==> src/rtl/assert_macros.svh <==
// Assertion macros shared by the limit qualifier RTL.
`ifndef ASSERT_MACROS_SVH
`define ASSERT_MACROS_SVH

// Clocked assertion with explicit clock and active-low reset.
`define MLSQ_ASSERT_CLK(lbl, clk_sig, rstn_sig, prop, msg) \
  lbl: assert property (@(posedge clk_sig) disable iff (!rstn_sig) prop) else $error(msg);

// Clocked assertion on the module's clk and rst_n.
`define MLSQ_ASSERT(lbl, prop, msg) \
  `MLSQ_ASSERT_CLK(lbl, clk, rst_n, prop, msg)

`endif

==> src/rtl/mlsq_pkg.sv <==
// Shared types and constants for the motion limit switch qualifier.
`timescale 1ns / 1ps

package mlsq_pkg;

  localparam int unsigned POS_W    = 32;
  localparam int unsigned LIMIT_W  = 32;
  localparam int unsigned SW_W     = 3;
  localparam int unsigned MODE_W   = 8;
  localparam int unsigned KIND_W   = 2;
  localparam int unsigned CNT_W    = 2;
  localparam int unsigned CFG_IDX_W = 3;
  localparam int unsigned CFG_DW   = 32;
  localparam int unsigned IN_DW    = 40;
  localparam int unsigned OUT_DW   = 8;

  // encoder kinds
  localparam logic [KIND_W-1:0] KIND_QUAD    = 2'd0;
  localparam logic [KIND_W-1:0] KIND_ABS_LIN = 2'd1;
  localparam logic [KIND_W-1:0] KIND_ABS_ROT = 2'd2;

  // register indexes
  localparam logic [CFG_IDX_W-1:0] REG_KIND     = 3'd0;
  localparam logic [CFG_IDX_W-1:0] REG_REVERSED = 3'd1;
  localparam logic [CFG_IDX_W-1:0] REG_CW_SOFT  = 3'd2;
  localparam logic [CFG_IDX_W-1:0] REG_CCW_SOFT = 3'd3;
  localparam logic [CFG_IDX_W-1:0] REG_ABS_HIGH = 3'd4;
  localparam logic [CFG_IDX_W-1:0] REG_ABS_LOW  = 3'd5;
  localparam logic [CFG_IDX_W-1:0] REG_CW_MODE  = 3'd6;
  localparam logic [CFG_IDX_W-1:0] REG_CCW_MODE = 3'd7;

  // switch mode field
  localparam logic [6:0] MODE_BREAKS = 7'd1;
  localparam logic [6:0] MODE_NONE   = 7'd2;
  localparam int unsigned SWAP_BIT   = 7;

  localparam logic [CNT_W-1:0] SETTLE_TICKS = 2'd2;
  localparam logic [CNT_W-1:0] SETTLE_MAX   = 2'd3;

  localparam logic [LIMIT_W-1:0] LIMIT_MAX = 32'h7FFF_FFFF;
  localparam logic [LIMIT_W-1:0] LIMIT_MIN = 32'h8000_0000;

  typedef struct packed {
    logic [KIND_W-1:0]  encoder_kind;
    logic               encoder_reversed;
    logic [LIMIT_W-1:0] cw_soft_pos;
    logic [LIMIT_W-1:0] ccw_soft_pos;
    logic [LIMIT_W-1:0] abs_high;
    logic [LIMIT_W-1:0] abs_low;
    logic [MODE_W-1:0]  cw_switch_mode;
    logic [MODE_W-1:0]  ccw_switch_mode;
  } cfg_t;

  typedef struct packed {
    logic index_seen;
    logic ccw_soft_hit;
    logic cw_soft_hit;
    logic ccw_hard;
    logic cw_hard;
  } res_t;

endpackage

==> src/rtl/mlsq_cfg_regs.sv <==
// Configuration register file for the limit qualifier.
`timescale 1ns / 1ps

module mlsq_cfg_regs (
  input  logic                           clk,
  input  logic                           rst_n,
  input  logic                           cfg_we,
  input  logic [mlsq_pkg::CFG_IDX_W-1:0] cfg_index,
  input  logic [mlsq_pkg::CFG_DW-1:0]    cfg_wdata,
  output mlsq_pkg::cfg_t                 cfg
);

  mlsq_pkg::cfg_t cfg_r;

  always_ff @(posedge clk) begin
    if (!rst_n) begin
      cfg_r.encoder_kind     <= mlsq_pkg::KIND_QUAD;
      cfg_r.encoder_reversed <= 1'b0;
      cfg_r.cw_soft_pos      <= mlsq_pkg::LIMIT_MAX;
      cfg_r.ccw_soft_pos     <= mlsq_pkg::LIMIT_MIN;
      cfg_r.abs_high         <= mlsq_pkg::LIMIT_MAX;
      cfg_r.abs_low          <= mlsq_pkg::LIMIT_MIN;
      cfg_r.cw_switch_mode   <= '0;
      cfg_r.ccw_switch_mode  <= '0;
    end else if (cfg_we) begin
      case (cfg_index)
        mlsq_pkg::REG_KIND:     cfg_r.encoder_kind     <= cfg_wdata[mlsq_pkg::KIND_W-1:0];
        mlsq_pkg::REG_REVERSED: cfg_r.encoder_reversed <= cfg_wdata[0];
        mlsq_pkg::REG_CW_SOFT:  cfg_r.cw_soft_pos      <= cfg_wdata[mlsq_pkg::LIMIT_W-1:0];
        mlsq_pkg::REG_CCW_SOFT: cfg_r.ccw_soft_pos     <= cfg_wdata[mlsq_pkg::LIMIT_W-1:0];
        mlsq_pkg::REG_ABS_HIGH: cfg_r.abs_high         <= cfg_wdata[mlsq_pkg::LIMIT_W-1:0];
        mlsq_pkg::REG_ABS_LOW:  cfg_r.abs_low          <= cfg_wdata[mlsq_pkg::LIMIT_W-1:0];
        mlsq_pkg::REG_CW_MODE:  cfg_r.cw_switch_mode   <= cfg_wdata[mlsq_pkg::MODE_W-1:0];
        mlsq_pkg::REG_CCW_MODE: cfg_r.ccw_switch_mode  <= cfg_wdata[mlsq_pkg::MODE_W-1:0];
        default: ;
      endcase
    end
  end

  assign cfg = cfg_r;

endmodule

==> src/rtl/mlsq_eval.sv <==
// Limit evaluation logic and per-axis switch state.
`timescale 1ns / 1ps

`include "assert_macros.svh"

module mlsq_eval (
  input  logic                        clk,
  input  logic                        rst_n,
  input  mlsq_pkg::cfg_t              cfg,
  input  logic                        step,
  input  logic                        irq_seen,
  input  logic [mlsq_pkg::POS_W-1:0]  position,
  input  logic [mlsq_pkg::SW_W-1:0]   switch_bits,
  input  logic                        homing_active,
  output mlsq_pkg::res_t              res
);

  logic                       irq_pending_r, irq_pending_nxt;
  logic [mlsq_pkg::CNT_W-1:0] settle_count_r, settle_count_nxt;
  logic                       cw_flag_r, cw_flag_nxt;
  logic                       ccw_flag_r, ccw_flag_nxt;
  logic                       index_flag_r, index_flag_nxt;

  logic signed [mlsq_pkg::POS_W-1:0] pos_s;
  logic pend;
  logic gt_hi, lt_hi, gt_lo, lt_lo, gt_cws, lt_ccws;
  logic c_raw, cc_raw, c_pol, cc_pol;
  logic [6:0] cw_mode, ccw_mode;
  logic cw_soft_hit, ccw_soft_hit;

  assign pos_s   = $signed(position);
  assign pend    = irq_pending_r | irq_seen;
  assign gt_hi   = pos_s > $signed(cfg.abs_high);
  assign lt_hi   = pos_s < $signed(cfg.abs_high);
  assign gt_lo   = pos_s > $signed(cfg.abs_low);
  assign lt_lo   = pos_s < $signed(cfg.abs_low);
  assign gt_cws  = pos_s > $signed(cfg.cw_soft_pos);
  assign lt_ccws = pos_s < $signed(cfg.ccw_soft_pos);

  assign cw_soft_hit  = cfg.encoder_reversed ? lt_ccws : gt_cws;
  assign ccw_soft_hit = cfg.encoder_reversed ? gt_cws : lt_ccws;

  assign cw_mode  = cfg.cw_switch_mode[6:0];
  assign ccw_mode = cfg.ccw_switch_mode[6:0];

  // switch polarity and ignore rules
  always_comb begin
    c_raw  = switch_bits[1];
    cc_raw = switch_bits[2];
    c_pol  = (cw_mode == mlsq_pkg::MODE_NONE) ? 1'b0 :
             (cw_mode == mlsq_pkg::MODE_BREAKS) ? ~c_raw : c_raw;
    cc_pol = (ccw_mode == mlsq_pkg::MODE_NONE) ? 1'b0 :
             (ccw_mode == mlsq_pkg::MODE_BREAKS) ? ~cc_raw : cc_raw;
  end

  always_comb begin
    irq_pending_nxt  = pend;
    settle_count_nxt = settle_count_r;
    cw_flag_nxt      = cw_flag_r;
    ccw_flag_nxt     = ccw_flag_r;
    index_flag_nxt   = index_flag_r;
    case (cfg.encoder_kind)
      mlsq_pkg::KIND_ABS_LIN: begin
        cw_flag_nxt = gt_hi;
        if (!gt_hi) begin
          ccw_flag_nxt = lt_lo;
        end
      end
      mlsq_pkg::KIND_ABS_ROT: begin
        if (!cfg.cw_switch_mode[mlsq_pkg::SWAP_BIT]) begin
          if (gt_lo && lt_hi) begin
            cw_flag_nxt  = 1'b0;
            ccw_flag_nxt = 1'b0;
          end else if (lt_lo) begin
            cw_flag_nxt = 1'b1;
          end else begin
            ccw_flag_nxt = 1'b1;
          end
        end else begin
          if (lt_lo || gt_hi) begin
            cw_flag_nxt  = 1'b0;
            ccw_flag_nxt = 1'b0;
          end else if (gt_lo) begin
            cw_flag_nxt = 1'b1;
          end else begin
            ccw_flag_nxt = 1'b1;
          end
        end
      end
      default: begin
        // quadrature (unused kind code lands here too)
        if (pend) begin
          if (homing_active) begin
            index_flag_nxt = 1'b1;
          end
          if (settle_count_r >= mlsq_pkg::SETTLE_TICKS) begin
            irq_pending_nxt = 1'b0;
            index_flag_nxt  = switch_bits[0];
            cw_flag_nxt  = cfg.cw_switch_mode[mlsq_pkg::SWAP_BIT] ? cc_pol : c_pol;
            ccw_flag_nxt = cfg.ccw_switch_mode[mlsq_pkg::SWAP_BIT] ? c_pol : cc_pol;
          end
          if (settle_count_r != mlsq_pkg::SETTLE_MAX) begin
            settle_count_nxt = settle_count_r + 1'b1;
          end
        end else begin
          settle_count_nxt = '0;
        end
      end
    endcase
  end

  always_ff @(posedge clk) begin
    if (!rst_n) begin
      irq_pending_r  <= 1'b0;
      settle_count_r <= '0;
      cw_flag_r      <= 1'b0;
      ccw_flag_r     <= 1'b0;
      index_flag_r   <= 1'b0;
    end else if (step) begin
      irq_pending_r  <= irq_pending_nxt;
      settle_count_r <= settle_count_nxt;
      cw_flag_r      <= cw_flag_nxt;
      ccw_flag_r     <= ccw_flag_nxt;
      index_flag_r   <= index_flag_nxt;
    end
  end

  assign res.cw_hard      = cw_flag_nxt;
  assign res.ccw_hard     = ccw_flag_nxt;
  assign res.cw_soft_hit  = cw_soft_hit;
  assign res.ccw_soft_hit = ccw_soft_hit;
  assign res.index_seen   = index_flag_nxt;

  `MLSQ_ASSERT(a_state_hold, !step |=> $stable(settle_count_r) && $stable(irq_pending_r), "state moved without a word")
  `MLSQ_ASSERT(a_lin_cw, step && cfg.encoder_kind == mlsq_pkg::KIND_ABS_LIN && gt_hi |=> cw_flag_r, "linear cw limit missed")
  `MLSQ_ASSERT(a_settle_clear, step && cfg.encoder_kind == mlsq_pkg::KIND_QUAD && pend && settle_count_r >= mlsq_pkg::SETTLE_TICKS |=> !irq_pending_r, "settled irq not cleared")

endmodule

==> src/rtl/motion_limit_switch_qualifier_core.sv <==
// Top level of the motion limit switch qualifier.
`timescale 1ns / 1ps

`include "assert_macros.svh"

// Usage:
//   in_*   : one word per service tick (irq_seen, position, switch bits, homing).
//   out_*  : one result word per input word (hard, soft and index flags).
//   cfg_*  : register writes, taken whenever cfg_we is high; write only while idle.
// Path: an accepted word waits in the input register; when it advances, its result
//   loads into the output register and out_tvalid rises with that load.
// Throughput: one word per cycle while out_tready is high. The input register
//   hands its word to the evaluation logic and the axis state updates in the
//   same cycle that the result register loads.
// Stall: while out_tready is low the result register holds; one more word may
//   wait in the input register, then in_tready drops.
// Reset: rst_n low (synchronous) empties both registers, clears the axis state
//   and loads the register defaults (quadrature, soft and absolute limits wide
//   open, switches make on contact).

module motion_limit_switch_qualifier_core (
  input  logic                           clk,
  input  logic                           rst_n,
  input  logic                           in_tvalid,
  output logic                           in_tready,
  // [0] irq_seen, [32:1] position, [35:33] switch_bits, [36] homing_active
  input  logic [mlsq_pkg::IN_DW-1:0]     in_tdata,
  output logic                           out_tvalid,
  input  logic                           out_tready,
  // [0] cw_hard, [1] ccw_hard, [2] cw soft hit, [3] ccw soft hit, [4] index_seen
  output logic [mlsq_pkg::OUT_DW-1:0]    out_tdata,
  input  logic                           cfg_we,
  input  logic [mlsq_pkg::CFG_IDX_W-1:0] cfg_index,
  input  logic [mlsq_pkg::CFG_DW-1:0]    cfg_wdata
);

  mlsq_pkg::cfg_t cfg;
  mlsq_pkg::res_t res;

  logic                       s1_valid_r;
  logic [mlsq_pkg::IN_DW-1:0] s1_data_r;
  logic                       out_valid_r;
  mlsq_pkg::res_t             out_res_r;
  logic                       advance;

  assign advance   = s1_valid_r && (!out_valid_r || out_tready);
  assign in_tready = !s1_valid_r || advance;

  mlsq_cfg_regs u_cfg (
    .clk       (clk),
    .rst_n     (rst_n),
    .cfg_we    (cfg_we),
    .cfg_index (cfg_index),
    .cfg_wdata (cfg_wdata),
    .cfg       (cfg)
  );

  mlsq_eval u_eval (
    .clk           (clk),
    .rst_n         (rst_n),
    .cfg           (cfg),
    .step          (advance),
    .irq_seen      (s1_data_r[0]),
    .position      (s1_data_r[32:1]),
    .switch_bits   (s1_data_r[35:33]),
    .homing_active (s1_data_r[36]),
    .res           (res)
  );

  always_ff @(posedge clk) begin
    if (!rst_n) begin
      s1_valid_r <= 1'b0;
    end else if (in_tready) begin
      s1_valid_r <= in_tvalid;
    end
  end

  always_ff @(posedge clk) begin
    if (in_tready && in_tvalid) begin
      s1_data_r <= in_tdata;
    end
  end

  always_ff @(posedge clk) begin
    if (!rst_n) begin
      out_valid_r <= 1'b0;
    end else if (advance) begin
      out_valid_r <= 1'b1;
    end else if (out_tready) begin
      out_valid_r <= 1'b0;
    end
  end

  always_ff @(posedge clk) begin
    if (advance) begin
      out_res_r <= res;
    end
  end

  assign out_tvalid = out_valid_r;
  assign out_tdata  = {{(mlsq_pkg::OUT_DW - $bits(mlsq_pkg::res_t)){1'b0}}, out_res_r};

  `MLSQ_ASSERT(a_adv_out, advance |=> out_valid_r, "result word lost")
  `MLSQ_ASSERT(a_take_in, in_tvalid && in_tready |=> s1_valid_r, "input word lost")
  `MLSQ_ASSERT(a_no_drop, s1_valid_r && !advance |=> s1_valid_r && $stable(s1_data_r), "held word dropped")

endmodule
==> config.mk <==
export PLATFORM = sky130hd
export DESIGN_NAME = motion_limit_switch_qualifier_core
export DESIGN_NICKNAME = d
export VERILOG_FILES = /design/src/rtl/mlsq_pkg.sv /design/src/rtl/mlsq_cfg_regs.sv /design/src/rtl/mlsq_eval.sv /design/src/rtl/motion_limit_switch_qualifier_core.sv
export VERILOG_INCLUDE_DIRS = /design/src /design/src/rtl
export SDC_FILE = /design/constraint.sdc
export NUM_CORES = 1
export LEC_CHECK = 0
export BUFFER_PORTS_ARGS = -buffer_cell sky130_fd_sc_hd__buf_2
export CAP_MARGIN = 20
export CORE_MARGIN = 10
export CORE_UTILIZATION = 55
export CTS_CLUSTER_DIAMETER = 100
export DETAILED_ROUTE_END_ITERATION = 10
export PLACE_DENSITY = 0.74
export SLEW_MARGIN = 15
export SYNTH_ARGS = -nofsm -noshare
export SYNTH_HDL_FRONTEND = slang
export SYNTH_HIERARCHICAL = 1
export SYNTH_SLANG_ARGS = --single-unit
==> constraint.sdc <==
create_clock -name clk -period 4.9 [get_ports clk]
set_input_delay 0.245 -clock clk [delete_from_list [all_inputs] [get_ports clk]]
set_output_delay 0.245 -clock clk [all_outputs]
set_load 0.1 [all_outputs]
==> results.json <==
{
  "root_buffer": "clkbuf_16",
  "clk_pin_slew_ns": 0.07,
  "avgSynthCellArea_sq_um": 9.670,
  "grt_overflow": 0,
  "grt_max_degree": 95,
  "cts_tree": "done",
  "num_rows": 51,
  "fin_cells": 1522,
  "core-area_sq_um": 19720,
  "antenna_found_initial": 0,
  "crit_required_ns": 5.06,
  "fillers": 1616,
  "timing.reg2reg.setup_slack_ns": 1.42,
  "finalCritPeriodShare": 0.7106,
  "synth_edf_count": 42,
  "synth_top_cell_area_share": 0.2786,
  "cts.path.max_buffers": 2,
  "arrival_ns": 3.64,
  "synthTopCellsByArea": "dfxtp_1, ha_1, mux2i_1",
  "synth-seq-area-share": 0.3918,
  "status": "finished clean",
  "fmax_mhz": 287.2,
  "period_minus_slack_ns": 3.482,
  "rsz0062_at_grt": "no",
  "setup-violations-final": 0,
  "p_leak_nw": 6.022,
  "gp_congestion": 0.8441,
  "start_kind": "flip-flop",
  "die_w_um": 162.3,
  "r2r-end": "out_tdata[3]$_DFFE_PP_",
  "final_area_sq_um": 12510,
  "post_cts_resized": 0,
  "numPortBuffers": 83,
  "syn_to_final_growth_pct": 12.29,
  "drt_iter0_drc": 425,
  "postCtsHoldBufs": 34,
  "drc": 0,
  "vias_per_cell": 5.342,
  "finalHoldViolCount": 0,
  "slew_headroom": 0.2533,
  "slew_violations": 0,
  "whs_path_depth": 1,
  "peakVddDrop_v": 0.0002493,
  "cp-end-kind": "flip-flop",
  "h-tree-depth": 4,
  "wl_mm": 24.67,
  "synth.largest_area_cell": "dfxtp_1",
  "placed_area_sq_um": 11620,
  "min_to": "s1_data_r[31]$_DFFE_PP_",
  "dpl.hpwl_mm": 17.78,
  "hold_path.class": "in2reg",
  "max-cap-violations": 0,
  "worst-setup-path-type": "reg2reg",
  "p_per_area_nw_per_um2": 279.2,
  "worst_pin_slew_ns": 1.120,
  "initial_core_util": 0.5649,
  "path_max_fanout": 4,
  "setup_tns_ns": 0,
  "worstReg2RegStart": "s1_data_r[32]$_DFFE_PP_",
  "netlist_instances": 1152,
  "min_from": "in_tdata[31]",
  "clock_sinks": 197,
  "fin_nets": 1455,
  "die_area_sq_um": 26350,
  "place_inst": 1455,
  "layout_commonest_cell": "dfxtp_1",
  "layout-drive-gt1-share": 0.1114,
  "clock_skew_ns": 0.01134,
  "vias": 8131,
  "diodes": 0,
  "grt_pass1_wl_mm": 40.45,
  "ios": 90,
  "cts-buffers-inserted": 17,
  "synth_cell_types": 64,
  "drt.antenna.violating_nets": 0,
  "dieHeight_um": 162.3,
  "synth-seq-cells": 197,
  "dr.pass1.iters": 6,
  "async_reset_ff_frac": 0,
  "yosysWarnings": 6,
  "final_cell_mix": "dfxtp_1, mux2i_1, nand2_1",
  "grt_pass1_vias": 8244,
  "postCtsSetupRepairBufs": 0,
  "wl_per_cell_um": 16.21,
  "clock_latency_ns": 0.44,
  "syn_area_sq_um": 11140,
  "grt_usage": 0.1889,
  "r2r_cells": 9,
  "synth_ff_type": "dfxtp_1"
}
## worst max-delay path, cell delays in order, from the launching register on
cell      delay (ns)
edfxtp_1        0.46
ha_1            0.40
nand4_1         0.23
nor4_1          0.64
nand3_1         0.20
or3_1           0.45
a211oi_1        0.26
nor4_1          0.09
o32ai_1         0.33
mux2i_1         0.15
## per-stage QoR
| step | setup slack [ns] | total power [mW] | utilization | hold slack (ns) |
|---|---|---|---|---|
| after floorplan | 1.659 | 2.074 | - | 0.3439 |
| after global placement | 1.589 | 2.177 | 0.5892 | 0.4215 |
| after detailed placement | 1.500 | 2.188 | 0.5892 | 0.4231 |
| after CTS | 1.488 | 3.519 | 0.6339 | 0.001395 |
| after global routing | 1.226 | 3.632 | 0.6344 | 0.01261 |
| final | 1.418 | 3.492 | 0.6344 | 0.02977 |
## registers in the layout, indices dropped and copies added, names as in the netlist
| register | count |
|---|---|
| u_eval/irq_pending_r | 1 |
| out_tvalid | 1 |
| out_tdata | 5 |
| u_eval/index_flag_r | 1 |
| u_eval/ccw_flag_r | 1 |
| u_eval/cw_flag_r | 1 |
| s1_valid_r | 1 |
| u_eval/settle_count_r | 2 |
| u_cfg/cfg | 147 |
| s1_data_r | 37 |
## routing by layer
metal  up-vias  track usage  part of all wire
met5         -            0                 0
met4         0      0.06328             0.015
met3        30      0.03185             0.034
met2       125       0.3190              0.48
met1      3840       0.2395              0.47
li1       4136            -                 -
## final cells by class
type,instances,area [sq um],share of cell area
Inverter,133,499.2,0.03991
Timing Repair Buffer,125,820.8,0.06562
Clock buffer,17,425.4,0.03401
Clock inverter,15,115.1,0.009203
Multi-Input combinational cell,770,5952,0.4758
Sequential cell,197,4364,0.3489
Tap cell,265,331.6,0.02651
## synth_stat cells, types with 21 or more instances
cell	n
o21ai_0	25
a21oi_1	41
ha_1	131
nand4_1	25
nor2_1	23
nor2b_1	109
inv_1	133
nand2_1	138
dfxtp_1	155
clkbuf_1	21
a21o_1	24
mux2i_1	152
edfxtp_1	42
## logic make-up (layout without fill, tap and decap cells)
group,count (synthesis),in the layout,share of synthesized area
adder cells (fa/ha/maj),131,131,0.1471
AND/OR/NAND/NOR,342,342,0.1642
AO/OA/AOI/OAI,142,142,0.08424
multiplexers,152,152,0.1366
flip-flops,197,197,0.3918
other,1,3,0.0003366
buffers and inverters,187,290,0.07571
## where the power goes
| group | total, mW | internal, mW | switching (mW) | leakage, nW |
|---|---|---|---|---|
| registers | 1.75 | 1.71 | 0.0410 | 1.67 |
| clock network | 1.31 | 0.663 | 0.650 | 0.277 |
| logic | 0.429 | 0.181 | 0.247 | 4.08 |
| total | 3.49 | 2.55 | 0.938 | 6.02 |
## how the worst max path moves through the flow
stage / startpoint / endpoint / slack (ns)
2_1_floorplan: out_tvalid$_SDFFE_PN0P_ / s1_data_r[0]$_DFFE_PP_ / 1.66
5_1_grt: s1_data_r[32]$_DFFE_PP_ / out_tdata[3]$_DFFE_PP_ / 1.23
3_5_place_dp: s1_data_r[32]$_DFFE_PP_ / out_tdata[3]$_DFFE_PP_ / 1.50
4_1_cts: s1_data_r[32]$_DFFE_PP_ / out_tdata[3]$_DFFE_PP_ / 1.49
6_report: s1_data_r[32]$_DFFE_PP_ / out_tdata[3]$_DFFE_PP_ / 1.42
3_3_place_gp: s1_data_r[6]$_DFFE_PP_ / out_tdata[0]$_DFFE_PP_ / 1.59
Note: power is estimated with default switching activity, not from simulation.
